==> src/rtl/core/scpc_pkg.sv <==
// Shared types and constants for the sample clock phase centering block.
package scpc_pkg;

	localparam int CFG_INDEX_W   = 2;
	localparam int CFG_DATA_W    = 18;
	localparam int PATTERN_W     = 18;
	localparam int HYST_W        = 8;
	localparam int STEP_W        = 10;

	localparam logic [CFG_INDEX_W-1:0] CFG_TEST_PATTERN     = 2'd0;
	localparam logic [CFG_INDEX_W-1:0] CFG_HYSTERESIS_COUNT = 2'd1;
	localparam logic [CFG_INDEX_W-1:0] CFG_PHASE_STEP       = 2'd2;

	localparam logic [PATTERN_W-1:0] TEST_PATTERN_RST     = 18'b110011000011111100;
	localparam logic [HYST_W-1:0]    HYSTERESIS_COUNT_RST = 8'd10;
	localparam logic [STEP_W-1:0]    PHASE_STEP_RST       = 10'd10;

	localparam logic FUNC_START  = 1'b0;
	localparam logic FUNC_SAMPLE = 1'b1;

	typedef enum logic [4:0] {
		ST_IDLE      = 5'b00001,
		ST_SEEK_BAD  = 5'b00010,
		ST_SEEK_GOOD = 5'b00100,
		ST_SEEK_END  = 5'b01000,
		ST_VERIFY    = 5'b10000
	} stage_t;

	typedef struct packed {
		logic [PATTERN_W-1:0] test_pattern;
		logic [HYST_W-1:0]    hysteresis_count;
		logic [STEP_W-1:0]    phase_step;
	} cfg_regs_t;

	typedef struct packed {
		logic shift_valid;
		logic busy;
		logic done;
		logic pass;
	} res_flags_t;

endpackage

==> src/rtl/core/scpc_if.sv <==
// Channel interfaces for sample words, result words and configuration writes.
interface scpc_sample_if #(
	parameter int SAMPLE_BITS = 18
);
	logic                   valid;
	logic                   ready;
	logic                   func;
	logic [SAMPLE_BITS-1:0] lane0_word;
	logic [SAMPLE_BITS-1:0] lane1_word;

	modport source (output valid, func, lane0_word, lane1_word, input ready);
	modport sink   (input valid, func, lane0_word, lane1_word, output ready);
endinterface

interface scpc_result_if #(
	parameter int PHASE_BITS = 24
);
	logic                         valid;
	logic                         ready;
	logic                         shift_valid;
	logic signed [PHASE_BITS-1:0] shift_amount;
	logic                         busy_res;
	logic                         done_res;
	logic                         pass;
	logic signed [PHASE_BITS-1:0] phase_now;
	logic signed [PHASE_BITS-1:0] window_width;

	modport source (output valid, shift_valid, shift_amount, busy_res, done_res, pass,
		phase_now, window_width, input ready);
	modport sink   (input valid, shift_valid, shift_amount, busy_res, done_res, pass,
		phase_now, window_width, output ready);
endinterface

interface scpc_cfg_if;
	logic                              valid;
	logic                              ready;
	logic [scpc_pkg::CFG_INDEX_W-1:0] index;
	logic [scpc_pkg::CFG_DATA_W-1:0]  data;

	modport source (output valid, index, data, input ready);
	modport sink   (input valid, index, data, output ready);
endinterface

==> src/rtl/core/sample_clock_phase_centering.sv <==
// Top level of the sample clock phase centering block: channels, registers and result stage.
//
//  channel  dir  payload                                              handshake
//  sample   in   func, lane0_word, lane1_word                         valid/ready
//  result   out  shift_valid, shift_amount, busy_res, done_res, pass,  valid/ready
//                phase_now, window_width
//  cfg      in   index, data                                          valid/ready, ready high
//
// One word per cycle is accepted while the result channel does not stall; each sample word
// passes through the input register and then the result register around the search logic.
// arst_n clears the search state and loads the register defaults.
// A stalled result holds in the result register while one more word waits in the input
// register; the sample channel drops ready only when both are full.
module sample_clock_phase_centering
	import scpc_pkg::*;
#(
	parameter int PHASE_BITS  = 24,
	parameter int SAMPLE_BITS = 18
) (
	input  logic        clk,
	input  logic        arst_n,
	scpc_sample_if.sink sample,
	scpc_result_if.source result,
	scpc_cfg_if.sink    cfg
);

	cfg_regs_t cfg_regs_q;

	logic                   valid_s1;
	logic                   func_s1;
	logic [SAMPLE_BITS-1:0] lane0_s1;
	logic [SAMPLE_BITS-1:0] lane1_s1;

	logic                  res_valid_q;
	res_flags_t            res_flags_q;
	logic [PHASE_BITS-1:0] res_amount_q;
	logic [PHASE_BITS-1:0] res_phase_q;
	logic [PHASE_BITS-1:0] res_width_q;

	res_flags_t            flags;
	logic [PHASE_BITS-1:0] shift_amount;
	logic [PHASE_BITS-1:0] phase_now;
	logic [PHASE_BITS-1:0] window_width;
	logic                  advance;

	assign cfg.ready = 1'b1;

	always_ff @(posedge clk or negedge arst_n) begin
		if (!arst_n) begin
			cfg_regs_q.test_pattern     <= TEST_PATTERN_RST;
			cfg_regs_q.hysteresis_count <= HYSTERESIS_COUNT_RST;
			cfg_regs_q.phase_step       <= PHASE_STEP_RST;
		end else if (cfg.valid) begin
			unique case (cfg.index)
				CFG_TEST_PATTERN:     cfg_regs_q.test_pattern     <= PATTERN_W'(cfg.data);
				CFG_HYSTERESIS_COUNT: cfg_regs_q.hysteresis_count <= HYST_W'(cfg.data);
				CFG_PHASE_STEP:       cfg_regs_q.phase_step       <= STEP_W'(cfg.data);
				default: begin
				end
			endcase
		end
	end

	// The word in the input register moves on whenever the result register is free or drains.
	assign advance      = valid_s1 && (!res_valid_q || result.ready);
	assign sample.ready = !valid_s1 || advance;

	always_ff @(posedge clk or negedge arst_n) begin
		if (!arst_n) begin
			valid_s1 <= 1'b0;
		end else if (sample.ready) begin
			valid_s1 <= sample.valid;
		end
	end

	always_ff @(posedge clk) begin
		if (sample.ready && sample.valid) begin
			func_s1  <= sample.func;
			lane0_s1 <= sample.lane0_word;
			lane1_s1 <= sample.lane1_word;
		end
	end

	scpc_search #(
		.PHASE_BITS  (PHASE_BITS),
		.SAMPLE_BITS (SAMPLE_BITS)
	) u_search (
		.clk          (clk),
		.arst_n       (arst_n),
		.step_en      (advance),
		.func         (func_s1),
		.lane0_word   (lane0_s1),
		.lane1_word   (lane1_s1),
		.cfg_regs     (cfg_regs_q),
		.flags        (flags),
		.shift_amount (shift_amount),
		.phase_now    (phase_now),
		.window_width (window_width)
	);

	always_ff @(posedge clk or negedge arst_n) begin
		if (!arst_n) begin
			res_valid_q <= 1'b0;
		end else if (advance) begin
			res_valid_q <= 1'b1;
		end else if (result.ready) begin
			res_valid_q <= 1'b0;
		end
	end

	always_ff @(posedge clk) begin
		if (advance) begin
			res_flags_q  <= flags;
			res_amount_q <= shift_amount;
			res_phase_q  <= phase_now;
			res_width_q  <= window_width;
		end
	end

	assign result.valid        = res_valid_q;
	assign result.shift_valid  = res_flags_q.shift_valid;
	assign result.shift_amount = $signed(res_amount_q);
	assign result.busy_res     = res_flags_q.busy;
	assign result.done_res     = res_flags_q.done;
	assign result.pass         = res_flags_q.pass;
	assign result.phase_now    = $signed(res_phase_q);
	assign result.window_width = $signed(res_width_q);

	a_pass_only_when_done: assert property (@(posedge clk) disable iff (!arst_n)
		res_valid_q && !res_flags_q.done |-> !res_flags_q.pass)
		else $error("pass set on a word that does not finish verification");

	a_no_amount_without_shift: assert property (@(posedge clk) disable iff (!arst_n)
		res_valid_q && !res_flags_q.shift_valid |-> res_amount_q == '0)
		else $error("shift amount nonzero without a shift command");

	a_done_not_busy: assert property (@(posedge clk) disable iff (!arst_n)
		res_valid_q && res_flags_q.done |-> !res_flags_q.busy && !res_flags_q.shift_valid)
		else $error("verification word still busy or shifting");

	a_advance_fills_result: assert property (@(posedge clk) disable iff (!arst_n)
		advance |=> res_valid_q)
		else $error("result register empty after a word moved into it");

endmodule

==> src/rtl/core/scpc_search.sv <==
// Search state and combinational next-state logic for the eye centering sequence.
module scpc_search
	import scpc_pkg::*;
#(
	parameter int PHASE_BITS  = 24,
	parameter int SAMPLE_BITS = 18
) (
	input  logic                   clk,
	input  logic                   arst_n,
	input  logic                   step_en,
	input  logic                   func,
	input  logic [SAMPLE_BITS-1:0] lane0_word,
	input  logic [SAMPLE_BITS-1:0] lane1_word,
	input  cfg_regs_t              cfg_regs,
	output res_flags_t             flags,
	output logic [PHASE_BITS-1:0]  shift_amount,
	output logic [PHASE_BITS-1:0]  phase_now,
	output logic [PHASE_BITS-1:0]  window_width
);

	stage_t                stage_q, stage_n;
	logic [HYST_W-1:0]     run_left_q, run_left_n;
	logic [PHASE_BITS-1:0] open_q, open_n;
	logic [PHASE_BITS-1:0] close_q, close_n;
	logic [PHASE_BITS-1:0] phase_q, phase_n;

	logic [SAMPLE_BITS-1:0] pattern;
	logic                   good;
	logic [HYST_W-1:0]      hyst;
	logic [PHASE_BITS-1:0]  step_amt;
	logic [PHASE_BITS:0]    mid_sum;
	logic [PHASE_BITS:0]    mid_adj;
	logic [PHASE_BITS-1:0]  amount;
	logic                   shift;

	assign pattern  = SAMPLE_BITS'(cfg_regs.test_pattern);
	assign good     = (lane0_word == pattern) && (lane1_word == pattern);
	assign hyst     = (cfg_regs.hysteresis_count == '0) ? HYST_W'(1) : cfg_regs.hysteresis_count;
	assign step_amt = PHASE_BITS'(cfg_regs.phase_step);

	// Signed midpoint of the window; adding the sign bit before the shift rounds toward zero.
	assign mid_sum = {open_n[PHASE_BITS-1], open_n} + {close_n[PHASE_BITS-1], close_n};
	assign mid_adj = mid_sum + {{PHASE_BITS{1'b0}}, mid_sum[PHASE_BITS]};

	always_comb begin
		stage_n    = stage_q;
		run_left_n = run_left_q;
		open_n     = open_q;
		close_n    = close_q;
		shift      = 1'b0;
		amount     = '0;
		flags      = '0;
		if (func == FUNC_START) begin
			stage_n    = ST_SEEK_BAD;
			run_left_n = hyst;
			open_n     = '0;
			close_n    = '0;
			shift      = 1'b1;
			amount     = step_amt;
		end else begin
			unique case (stage_q)
				ST_SEEK_BAD: begin
					run_left_n = good ? hyst : run_left_q - HYST_W'(1);
					if (run_left_n == '0) begin
						stage_n    = ST_SEEK_GOOD;
						run_left_n = hyst;
					end
					shift  = 1'b1;
					amount = step_amt;
				end
				ST_SEEK_GOOD: begin
					if (good) begin
						if (run_left_q == hyst) begin
							open_n = phase_q;
						end
						run_left_n = run_left_q - HYST_W'(1);
					end else begin
						run_left_n = hyst;
					end
					if (run_left_n == '0) begin
						stage_n    = ST_SEEK_END;
						run_left_n = hyst;
					end
					shift  = 1'b1;
					amount = step_amt;
				end
				ST_SEEK_END: begin
					if (!good) begin
						if (run_left_q == hyst) begin
							close_n = phase_q;
						end
						run_left_n = run_left_q - HYST_W'(1);
					end else begin
						run_left_n = hyst;
					end
					shift = 1'b1;
					if (run_left_n == '0) begin
						stage_n = ST_VERIFY;
						amount  = mid_adj[PHASE_BITS:1] - phase_q;
					end else begin
						amount = step_amt;
					end
				end
				ST_VERIFY: begin
					flags.done = 1'b1;
					flags.pass = good;
					stage_n    = ST_IDLE;
					run_left_n = '0;
				end
				default: begin
				end
			endcase
		end
		phase_n           = shift ? phase_q + amount : phase_q;
		flags.shift_valid = shift;
		flags.busy        = (stage_n != ST_IDLE);
	end

	assign shift_amount = amount;
	assign phase_now    = phase_n;
	assign window_width = close_n - open_n;

	always_ff @(posedge clk or negedge arst_n) begin
		if (!arst_n) begin
			stage_q    <= ST_IDLE;
			run_left_q <= '0;
			open_q     <= '0;
			close_q    <= '0;
			phase_q    <= '0;
		end else if (step_en) begin
			stage_q    <= stage_n;
			run_left_q <= run_left_n;
			open_q     <= open_n;
			close_q    <= close_n;
			phase_q    <= phase_n;
		end
	end

endmodule
==> src/flat_wrapper.sv <==
// flat-port wrapper written by rule: the top's interface ports become plain ports
module sample_clock_phase_centering_flat import scpc_pkg::*;
#(
	parameter int PHASE_BITS  = 24,
	parameter int SAMPLE_BITS = 18
)
  (clk, arst_n, sample_valid, sample_func, sample_lane0_word, sample_lane1_word, sample_ready, result_valid, result_shift_valid, result_shift_amount, result_busy_res, result_done_res, result_pass, result_phase_now, result_window_width, result_ready, cfg_valid, cfg_index, cfg_data, cfg_ready);
  scpc_sample_if #(.SAMPLE_BITS(SAMPLE_BITS)) sample_i ();
  scpc_result_if #(.PHASE_BITS(PHASE_BITS)) result_i ();
  scpc_cfg_if cfg_i ();
  input  logic clk;
  input  logic arst_n;
  input wire logic [$bits(sample_i.valid)-1:0] sample_valid;
  input wire logic [$bits(sample_i.func)-1:0] sample_func;
  input wire logic [$bits(sample_i.lane0_word)-1:0] sample_lane0_word;
  input wire logic [$bits(sample_i.lane1_word)-1:0] sample_lane1_word;
  output wire logic [$bits(sample_i.ready)-1:0] sample_ready;
  output wire logic [$bits(result_i.valid)-1:0] result_valid;
  output wire logic [$bits(result_i.shift_valid)-1:0] result_shift_valid;
  output wire logic [$bits(result_i.shift_amount)-1:0] result_shift_amount;
  output wire logic [$bits(result_i.busy_res)-1:0] result_busy_res;
  output wire logic [$bits(result_i.done_res)-1:0] result_done_res;
  output wire logic [$bits(result_i.pass)-1:0] result_pass;
  output wire logic [$bits(result_i.phase_now)-1:0] result_phase_now;
  output wire logic [$bits(result_i.window_width)-1:0] result_window_width;
  input wire logic [$bits(result_i.ready)-1:0] result_ready;
  input wire logic [$bits(cfg_i.valid)-1:0] cfg_valid;
  input wire logic [$bits(cfg_i.index)-1:0] cfg_index;
  input wire logic [$bits(cfg_i.data)-1:0] cfg_data;
  output wire logic [$bits(cfg_i.ready)-1:0] cfg_ready;
  assign sample_i.valid = sample_valid;
  assign sample_i.func = sample_func;
  assign sample_i.lane0_word = sample_lane0_word;
  assign sample_i.lane1_word = sample_lane1_word;
  assign sample_ready = sample_i.ready;
  assign result_valid = result_i.valid;
  assign result_shift_valid = result_i.shift_valid;
  assign result_shift_amount = result_i.shift_amount;
  assign result_busy_res = result_i.busy_res;
  assign result_done_res = result_i.done_res;
  assign result_pass = result_i.pass;
  assign result_phase_now = result_i.phase_now;
  assign result_window_width = result_i.window_width;
  assign result_i.ready = result_ready;
  assign cfg_i.valid = cfg_valid;
  assign cfg_i.index = cfg_index;
  assign cfg_i.data = cfg_data;
  assign cfg_ready = cfg_i.ready;
  sample_clock_phase_centering #(.PHASE_BITS(PHASE_BITS), .SAMPLE_BITS(SAMPLE_BITS)) u_core (.clk(clk), .arst_n(arst_n), .sample(sample_i), .result(result_i), .cfg(cfg_i));
endmodule
==> config.mk <==
export PLATFORM = sky130hd
export DESIGN_NAME = sample_clock_phase_centering_flat
export DESIGN_NICKNAME = d
export VERILOG_FILES = /design/src/rtl/core/scpc_pkg.sv /design/src/rtl/core/scpc_if.sv /design/src/rtl/core/sample_clock_phase_centering.sv /design/src/rtl/core/scpc_search.sv /design/src/flat_wrapper.sv
export SDC_FILE = /design/constraint.sdc
export NUM_CORES = 1
export LEC_CHECK = 0
export BUFFER_PORTS_ARGS = -buffer_cell sky130_fd_sc_hd__buf_2
export CORE_ASPECT_RATIO = 1.1
export CORE_UTILIZATION = 45
export CTS_CLUSTER_SIZE = 28
export DETAILED_ROUTE_END_ITERATION = 7
export PLACE_DENSITY_LB_ADDON = 0.08
export SETUP_SLACK_MARGIN = 0.3
export SYNTH_ARGS = -nofsm -noshare
export SYNTH_HDL_FRONTEND = slang
export SYNTH_SLANG_ARGS = --single-unit
==> constraint.sdc <==
create_clock -name clk -period 11 [get_ports clk]
set_input_delay 2.2 -clock clk [delete_from_list [all_inputs] [get_ports clk]]
set_output_delay 2.2 -clock clk [all_outputs]
set_load 0.05 [all_outputs]
==> impl_results.html <==
<table>
<tr><th>Metric</th><th>Value</th></tr>
<tr><th colspan="2">Place</th></tr>
<tr><td>RD Place Congestion</td><td>0.881</td></tr>
<tr><td>Inst Count DP</td><td>~2100</td></tr>
<tr><td>Port-buffer cells</td><td>approximately 140</td></tr>
<tr><td>Total placed instance area</td><td>between 15000 and 20000 µm²</td></tr>
<tr><td>Pre-CTS setup slack</td><td>about 1.2 ns</td></tr>
<tr><td>Dpl hpwl</td><td>slightly below 30000 µm</td></tr>
<tr><th colspan="2">Run</th></tr>
<tr><td>Max-cap viol count</td><td>0</td></tr>
<tr><th colspan="2">Min path</th></tr>
<tr><td>Cell count of the worst hold path</td><td>2</td></tr>
<tr><td>Start point of the worst hold path</td><td>u_core.u_search.open_q[1]$_DFFE_PN0P_</td></tr>
<tr><td>Worst Hold Class</td><td>reg -&gt; reg</td></tr>
<tr><td>Hold Path Sink</td><td>u_core.u_search.open_q[1]$_DFFE_PN0P_</td></tr>
<tr><th colspan="2">Logic synthesis</th></tr>
<tr><td>Synth Flop Type</td><td>edfxtp_1</td></tr>
<tr><td>Per-instance average area after synthesis</td><td>approximately 9.5 µm²</td></tr>
<tr><td>Post-synth top area share</td><td>22.2%</td></tr>
<tr><td>Synthesized flop and latch total</td><td>236</td></tr>
<tr><td>Number of enable-type register cells in the synthesized netlist</td><td>around 110</td></tr>
<tr><td>Gate Count Post-Synth</td><td>around 1600</td></tr>
<tr><td>Count of distinct cell types in the synthesized netlist</td><td>80</td></tr>
<tr><td>Proportion of synthesized flip-flops having asynchronous set or reset</td><td>a little over half</td></tr>
<tr><td>Area of the mapped netlist</td><td>15300 µm²</td></tr>
<tr><td>Total number of yosys warnings</td><td>0</td></tr>
<tr><td>Sequential share of the synthesized area</td><td>a little over two fifths</td></tr>
<tr><td>Cells taking the most area after synthesis</td><td>edfxtp_1 22%, dfrtp_1 18%, ha_1 7.8%</td></tr>
<tr><td>Syn nets</td><td>about 1800</td></tr>
<tr><td>Synth area leader</td><td>edfxtp_1</td></tr>
<tr><th colspan="2">Timing</th></tr>
<tr><td>Final setup fails</td><td>0</td></tr>
<tr><td>Setup repair after global routing missed its margin</td><td>false</td></tr>
<tr><td>Minimum period implied by the final worst setup slack</td><td>slightly below 10 ns</td></tr>
<tr><td>Number of max-slew violations in the final report</td><td>0</td></tr>
<tr><td>Skew final</td><td>between 0.02 and 0.025 ns</td></tr>
<tr><td>Min Hold Slack</td><td>around 0.48 ns</td></tr>
<tr><td>Actual slew at the worst max-slew pin</td><td>~1.1 ns</td></tr>
<tr><td>Final Worst Setup Slack</td><td>1.10 ns</td></tr>
<tr><td>Period Utilization, post-route</td><td>between 90% and 100%</td></tr>
<tr><td>Relative slew slack</td><td>approximately a quarter</td></tr>
<tr><td>Endpoints failing hold</td><td>0</td></tr>
<tr><td>Sum of negative setup slack</td><td>0 ns</td></tr>
<tr><td>Maximum clock frequency</td><td>a little over 100 MHz</td></tr>
<tr><th colspan="2">Drt</th></tr>
<tr><td>Total Routed Length</td><td>39200 µm</td></tr>
<tr><td>Number of iterations in the first detailed-routing pass</td><td>5</td></tr>
<tr><td>Drc violations</td><td>0</td></tr>
<tr><td>Via count</td><td>~12000</td></tr>
<tr><td>DR vias/cell</td><td>~5.5</td></tr>
<tr><td>Routed length per placed instance</td><td>~18 µm</td></tr>
<tr><td>Antenna-violating nets left</td><td>0</td></tr>
<tr><td>1st-iter DRT viols</td><td>569</td></tr>
<tr><th colspan="2">Global routing</th></tr>
<tr><td>Largest net degree at the start of global routing</td><td>just under 80</td></tr>
<tr><td>Total gr overflow</td><td>0</td></tr>
<tr><td>Number of global-route vias before repair</td><td>roughly 12000</td></tr>
<tr><td>Antenna violations before repair</td><td>0</td></tr>
<tr><td>Global-route wire length before repair</td><td>61700 µm</td></tr>
<tr><td>Global-route total usage across every layer</td><td>between 20% and 30%</td></tr>
<tr><th colspan="2">CTS</th></tr>
<tr><td>Maximum clock path buffer count</td><td>3</td></tr>
<tr><td>Clock root cell</td><td>clkbuf_16</td></tr>
<tr><td>Buffers inserted by post-CTS timing repair</td><td>0</td></tr>
<tr><td>Clock tree from TritonCTS</td><td>yes</td></tr>
<tr><td>Clock sink total</td><td>around 240</td></tr>
<tr><td>Number of clock buffers inserted by TritonCTS</td><td>28</td></tr>
<tr><td>Latest clock arrival within the worst-skew pair</td><td>around 0.57 ns</td></tr>
<tr><td>Clock transition time at the flip-flop clock pins of the worst setup and hold paths</td><td>0.06 ns</td></tr>
<tr><td>H-tree depth reported by CTS</td><td>1</td></tr>
<tr><th colspan="2">Floorplan</th></tr>
<tr><td>Chip Height</td><td>between 150 and 200 µm</td></tr>
<tr><td>Number of top-level design ports</td><td>between 100 and 150</td></tr>
<tr><td>Area of the die</td><td>34700 µm²</td></tr>
<tr><td>Initial cell density of the core</td><td>between 40 and 50%</td></tr>
<tr><td>Die width</td><td>178 µm</td></tr>
<tr><td>Cell Rows</td><td>70</td></tr>
<tr><td>Core area</td><td>33400 µm²</td></tr>
<tr><th colspan="2">Power</th></tr>
<tr><td>Leak pwr</td><td>~7.8 nW</td></tr>
<tr><td>Power density cells</td><td>between 150 and 200 nW/µm²</td></tr>
<tr><td>Maximum resistive drop on vdd</td><td>~140 µV</td></tr>
<tr><th colspan="2">Cells and area</th></tr>
<tr><td>Layout cells sized above 1</td><td>19.5%</td></tr>
<tr><td>Commonest non-fill, non-tap cell in the layout</td><td>nand2_1</td></tr>
<tr><td>Commonest cells after routing, fill and taps aside</td><td>160 x nand2_1, 140 x nor2_1, 138 x buf_2, 113 x edfxtp_1, 108 x dfrtp_1</td></tr>
<tr><td>Signed area change from the synthesized netlist to the final layout</td><td>13.3%</td></tr>
<tr><td>Non-Filler Instances</td><td>between 2000 and 2500</td></tr>
<tr><td>Number of nets in the layout</td><td>~1900</td></tr>
<tr><td>Post-route cell area</td><td>roughly 17000 µm²</td></tr>
<tr><td>Number of antenna diodes</td><td>0</td></tr>
<tr><th colspan="2">Worst setup path</th></tr>
<tr><td>Number of cell instances on the worst register-to-register path</td><td>43</td></tr>
<tr><td>R2r startpoint</td><td>u_core.cfg_regs_q[23]$_DFFE_PN1P_</td></tr>
<tr><td>Crit path kind</td><td>reg -&gt; reg</td></tr>
<tr><td>R2r setup slk</td><td>around 1.1 ns</td></tr>
<tr><td>Type of element launching the critical path</td><td>register</td></tr>
<tr><td>Delay of the slowest cell on the worst path</td><td>0.64 ns</td></tr>
<tr><td>Critical path's slowest cell</td><td>a2111oi_0</td></tr>
<tr><td>Data required time of the worst path</td><td>around 11 ns</td></tr>
<tr><td>Crit path capture type</td><td>register</td></tr>
<tr><td>Capture instance of the worst register-to-register path</td><td>u_core.result.phase_now[23]$_DFFE_PP_</td></tr>
<tr><td>Data arrival time at the worst-slack endpoint</td><td>~10 ns</td></tr>
<tr><td>CP max FO</td><td>24</td></tr>
<tr><th colspan="2">Run status</th></tr>
<tr><td>Result of the run</td><td>complete, no violations</td></tr>
</table>
## cell usage after synthesis (3+ instances only)
cell type,n
nand4_1,13
nor2b_1,41
nor2_1,141
ha_1,95
xor2_1,36
o22ai_1,11
nand2_1,161
or2_2,6
dfrtp_1,108
dfstp_2,15
inv_1,91
mux2_2,92
a221oi_1,6
edfxtp_1,113
nor3b_1,3
o31ai_1,10
and2_1,5
fa_1,4
a31oi_1,16
o21bai_1,8
clkbuf_1,60
nor4_1,12
o21a_1,13
a211oi_1,7
a211o_1,4
o21ai_1,3
buf_4,3
a21boi_0,7
nand3b_1,5
or4_1,3
xnor2_1,78
o21ai_0,107
nor3_1,49
mux2i_1,7
nand3_1,23
or3_1,12
buf_1,4
nand2b_1,28
and3_1,28
a21o_1,18
a21oi_1,100
o211ai_1,6
## where the power goes
group	leakage (nW)	total, W	switching, W	internal [W]
combinational	4.67	0.000990	0.000653	0.000338
sequential	2.65	0.00121	0.000116	0.00110
clock	0.454	0.000940	0.000383	0.000557
total	7.77	0.00314	0.00115	0.00199
## worst max-delay path, delay by kind of cell (launching register included)
kind | cells | cell delay [ns]
AOI/OAI and AO/OA | 20 | 4.35
and+or+nand+nor | 13 | 2.23
adders and majority gates | 3 | 0.95
xor gates and xnor gates | 4 | 0.62
buffers and inverters | 2 | 0.55
DFF | 1 | 0.53
muxes | 1 | 0.38
## flip-flops by register name, summed over array words and instances, names as in the netlist, 5 cells and up
name and cells:
u_core.cfg_regs_q 36, u_core.lane0_s1 18, u_core.lane1_s1 18, u_core.result.phase_now 24, u_core.result.shift_amount 24, u_core.result.window_width 24, u_core.u_search.close_q 24, u_core.u_search.open_q 24
u_core.u_search.phase_q 24, u_core.u_search.run_left_q 8, u_core.u_search.stage_q 5
## how the worst max path moves through the flow
stage | startpoint | slack [ns] | to | depth (start not counted)
detailed placement | u_core.cfg_regs_q[23]$_DFFE_PN1P_ | 1.16 | u_core.result.phase_now[23]$_DFFE_PP_ | 40
global route | u_core.cfg_regs_q[23]$_DFFE_PN1P_ | 0.36 | u_core.result.phase_now[23]$_DFFE_PP_ | 43
global placement | u_core.cfg_regs_q[23]$_DFFE_PN1P_ | 1.30 | u_core.result.phase_now[23]$_DFFE_PP_ | 43
CTS | u_core.cfg_regs_q[23]$_DFFE_PN1P_ | 1.11 | u_core.result.phase_now[23]$_DFFE_PP_ | 40
floorplan | u_core.u_search.stage_q[1]$_DFFE_PN0P_ | 1.92 | u_core.result.phase_now[23]$_DFFE_PP_ | 42
finish | u_core.cfg_regs_q[23]$_DFFE_PN1P_ | 1.10 | u_core.result.phase_now[23]$_DFFE_PP_ | 43
## repair_timing
action,in CTS,in global routing
gates resized for setup,0,1
setup endpoints to repair,0,1
hold buffers,0,0
## layout make-up
| type | instances | area (µm²) |
|---|---|---|
| repair buffers | 156 | 838 |
| clock inverters | 18 | 184 |
| well taps | 432 | 541 |
| flip-flops and latches | 236 | 6490 |
| multi-input cells | 1201 | 8150 |
| clock buffers | 34 | 753 |
| inverters | 92 | 348 |
| fillers | 3121 | 16100 |
## routing by layer
metal	vias to the layer above	global-route usage, %	share of wire, %
met3	63	2.57	3.7
met4	0	7.38	2.9
li1	5904	-	-
met1	5700	27.6	43
met2	278	41.3	51
met5	-	0	0
## per-stage QoR
stage                     util, %  power [W]
final                        51.9    0.00314
after detailed placement     49.0    0.00221
after global routing         51.9    0.00331
after floorplan                 -    0.00193
after CTS                    51.8    0.00317
after global placement       49.0    0.00221
## logic make-up (layout without fill, tap and decap cells)
group / after synthesis / count (layout) / synth area share [%]
adder cells (fa/ha/maj): 99 / 99 / 8.31
XOR/XNOR: 114 / 114 / 6.54
AO/OA/AOI/OAI: 347 / 347 / 14.1
AND/OR/NAND/NOR: 541 / 541 / 17.1
buffers and inverters: 164 / 300 / 4.23
other: 1 / 1 / 0.0246
flip-flops: 236 / 236 / 42.5
multiplexers: 99 / 99 / 7.24
Note: power is estimated with default switching activity, not from simulation.
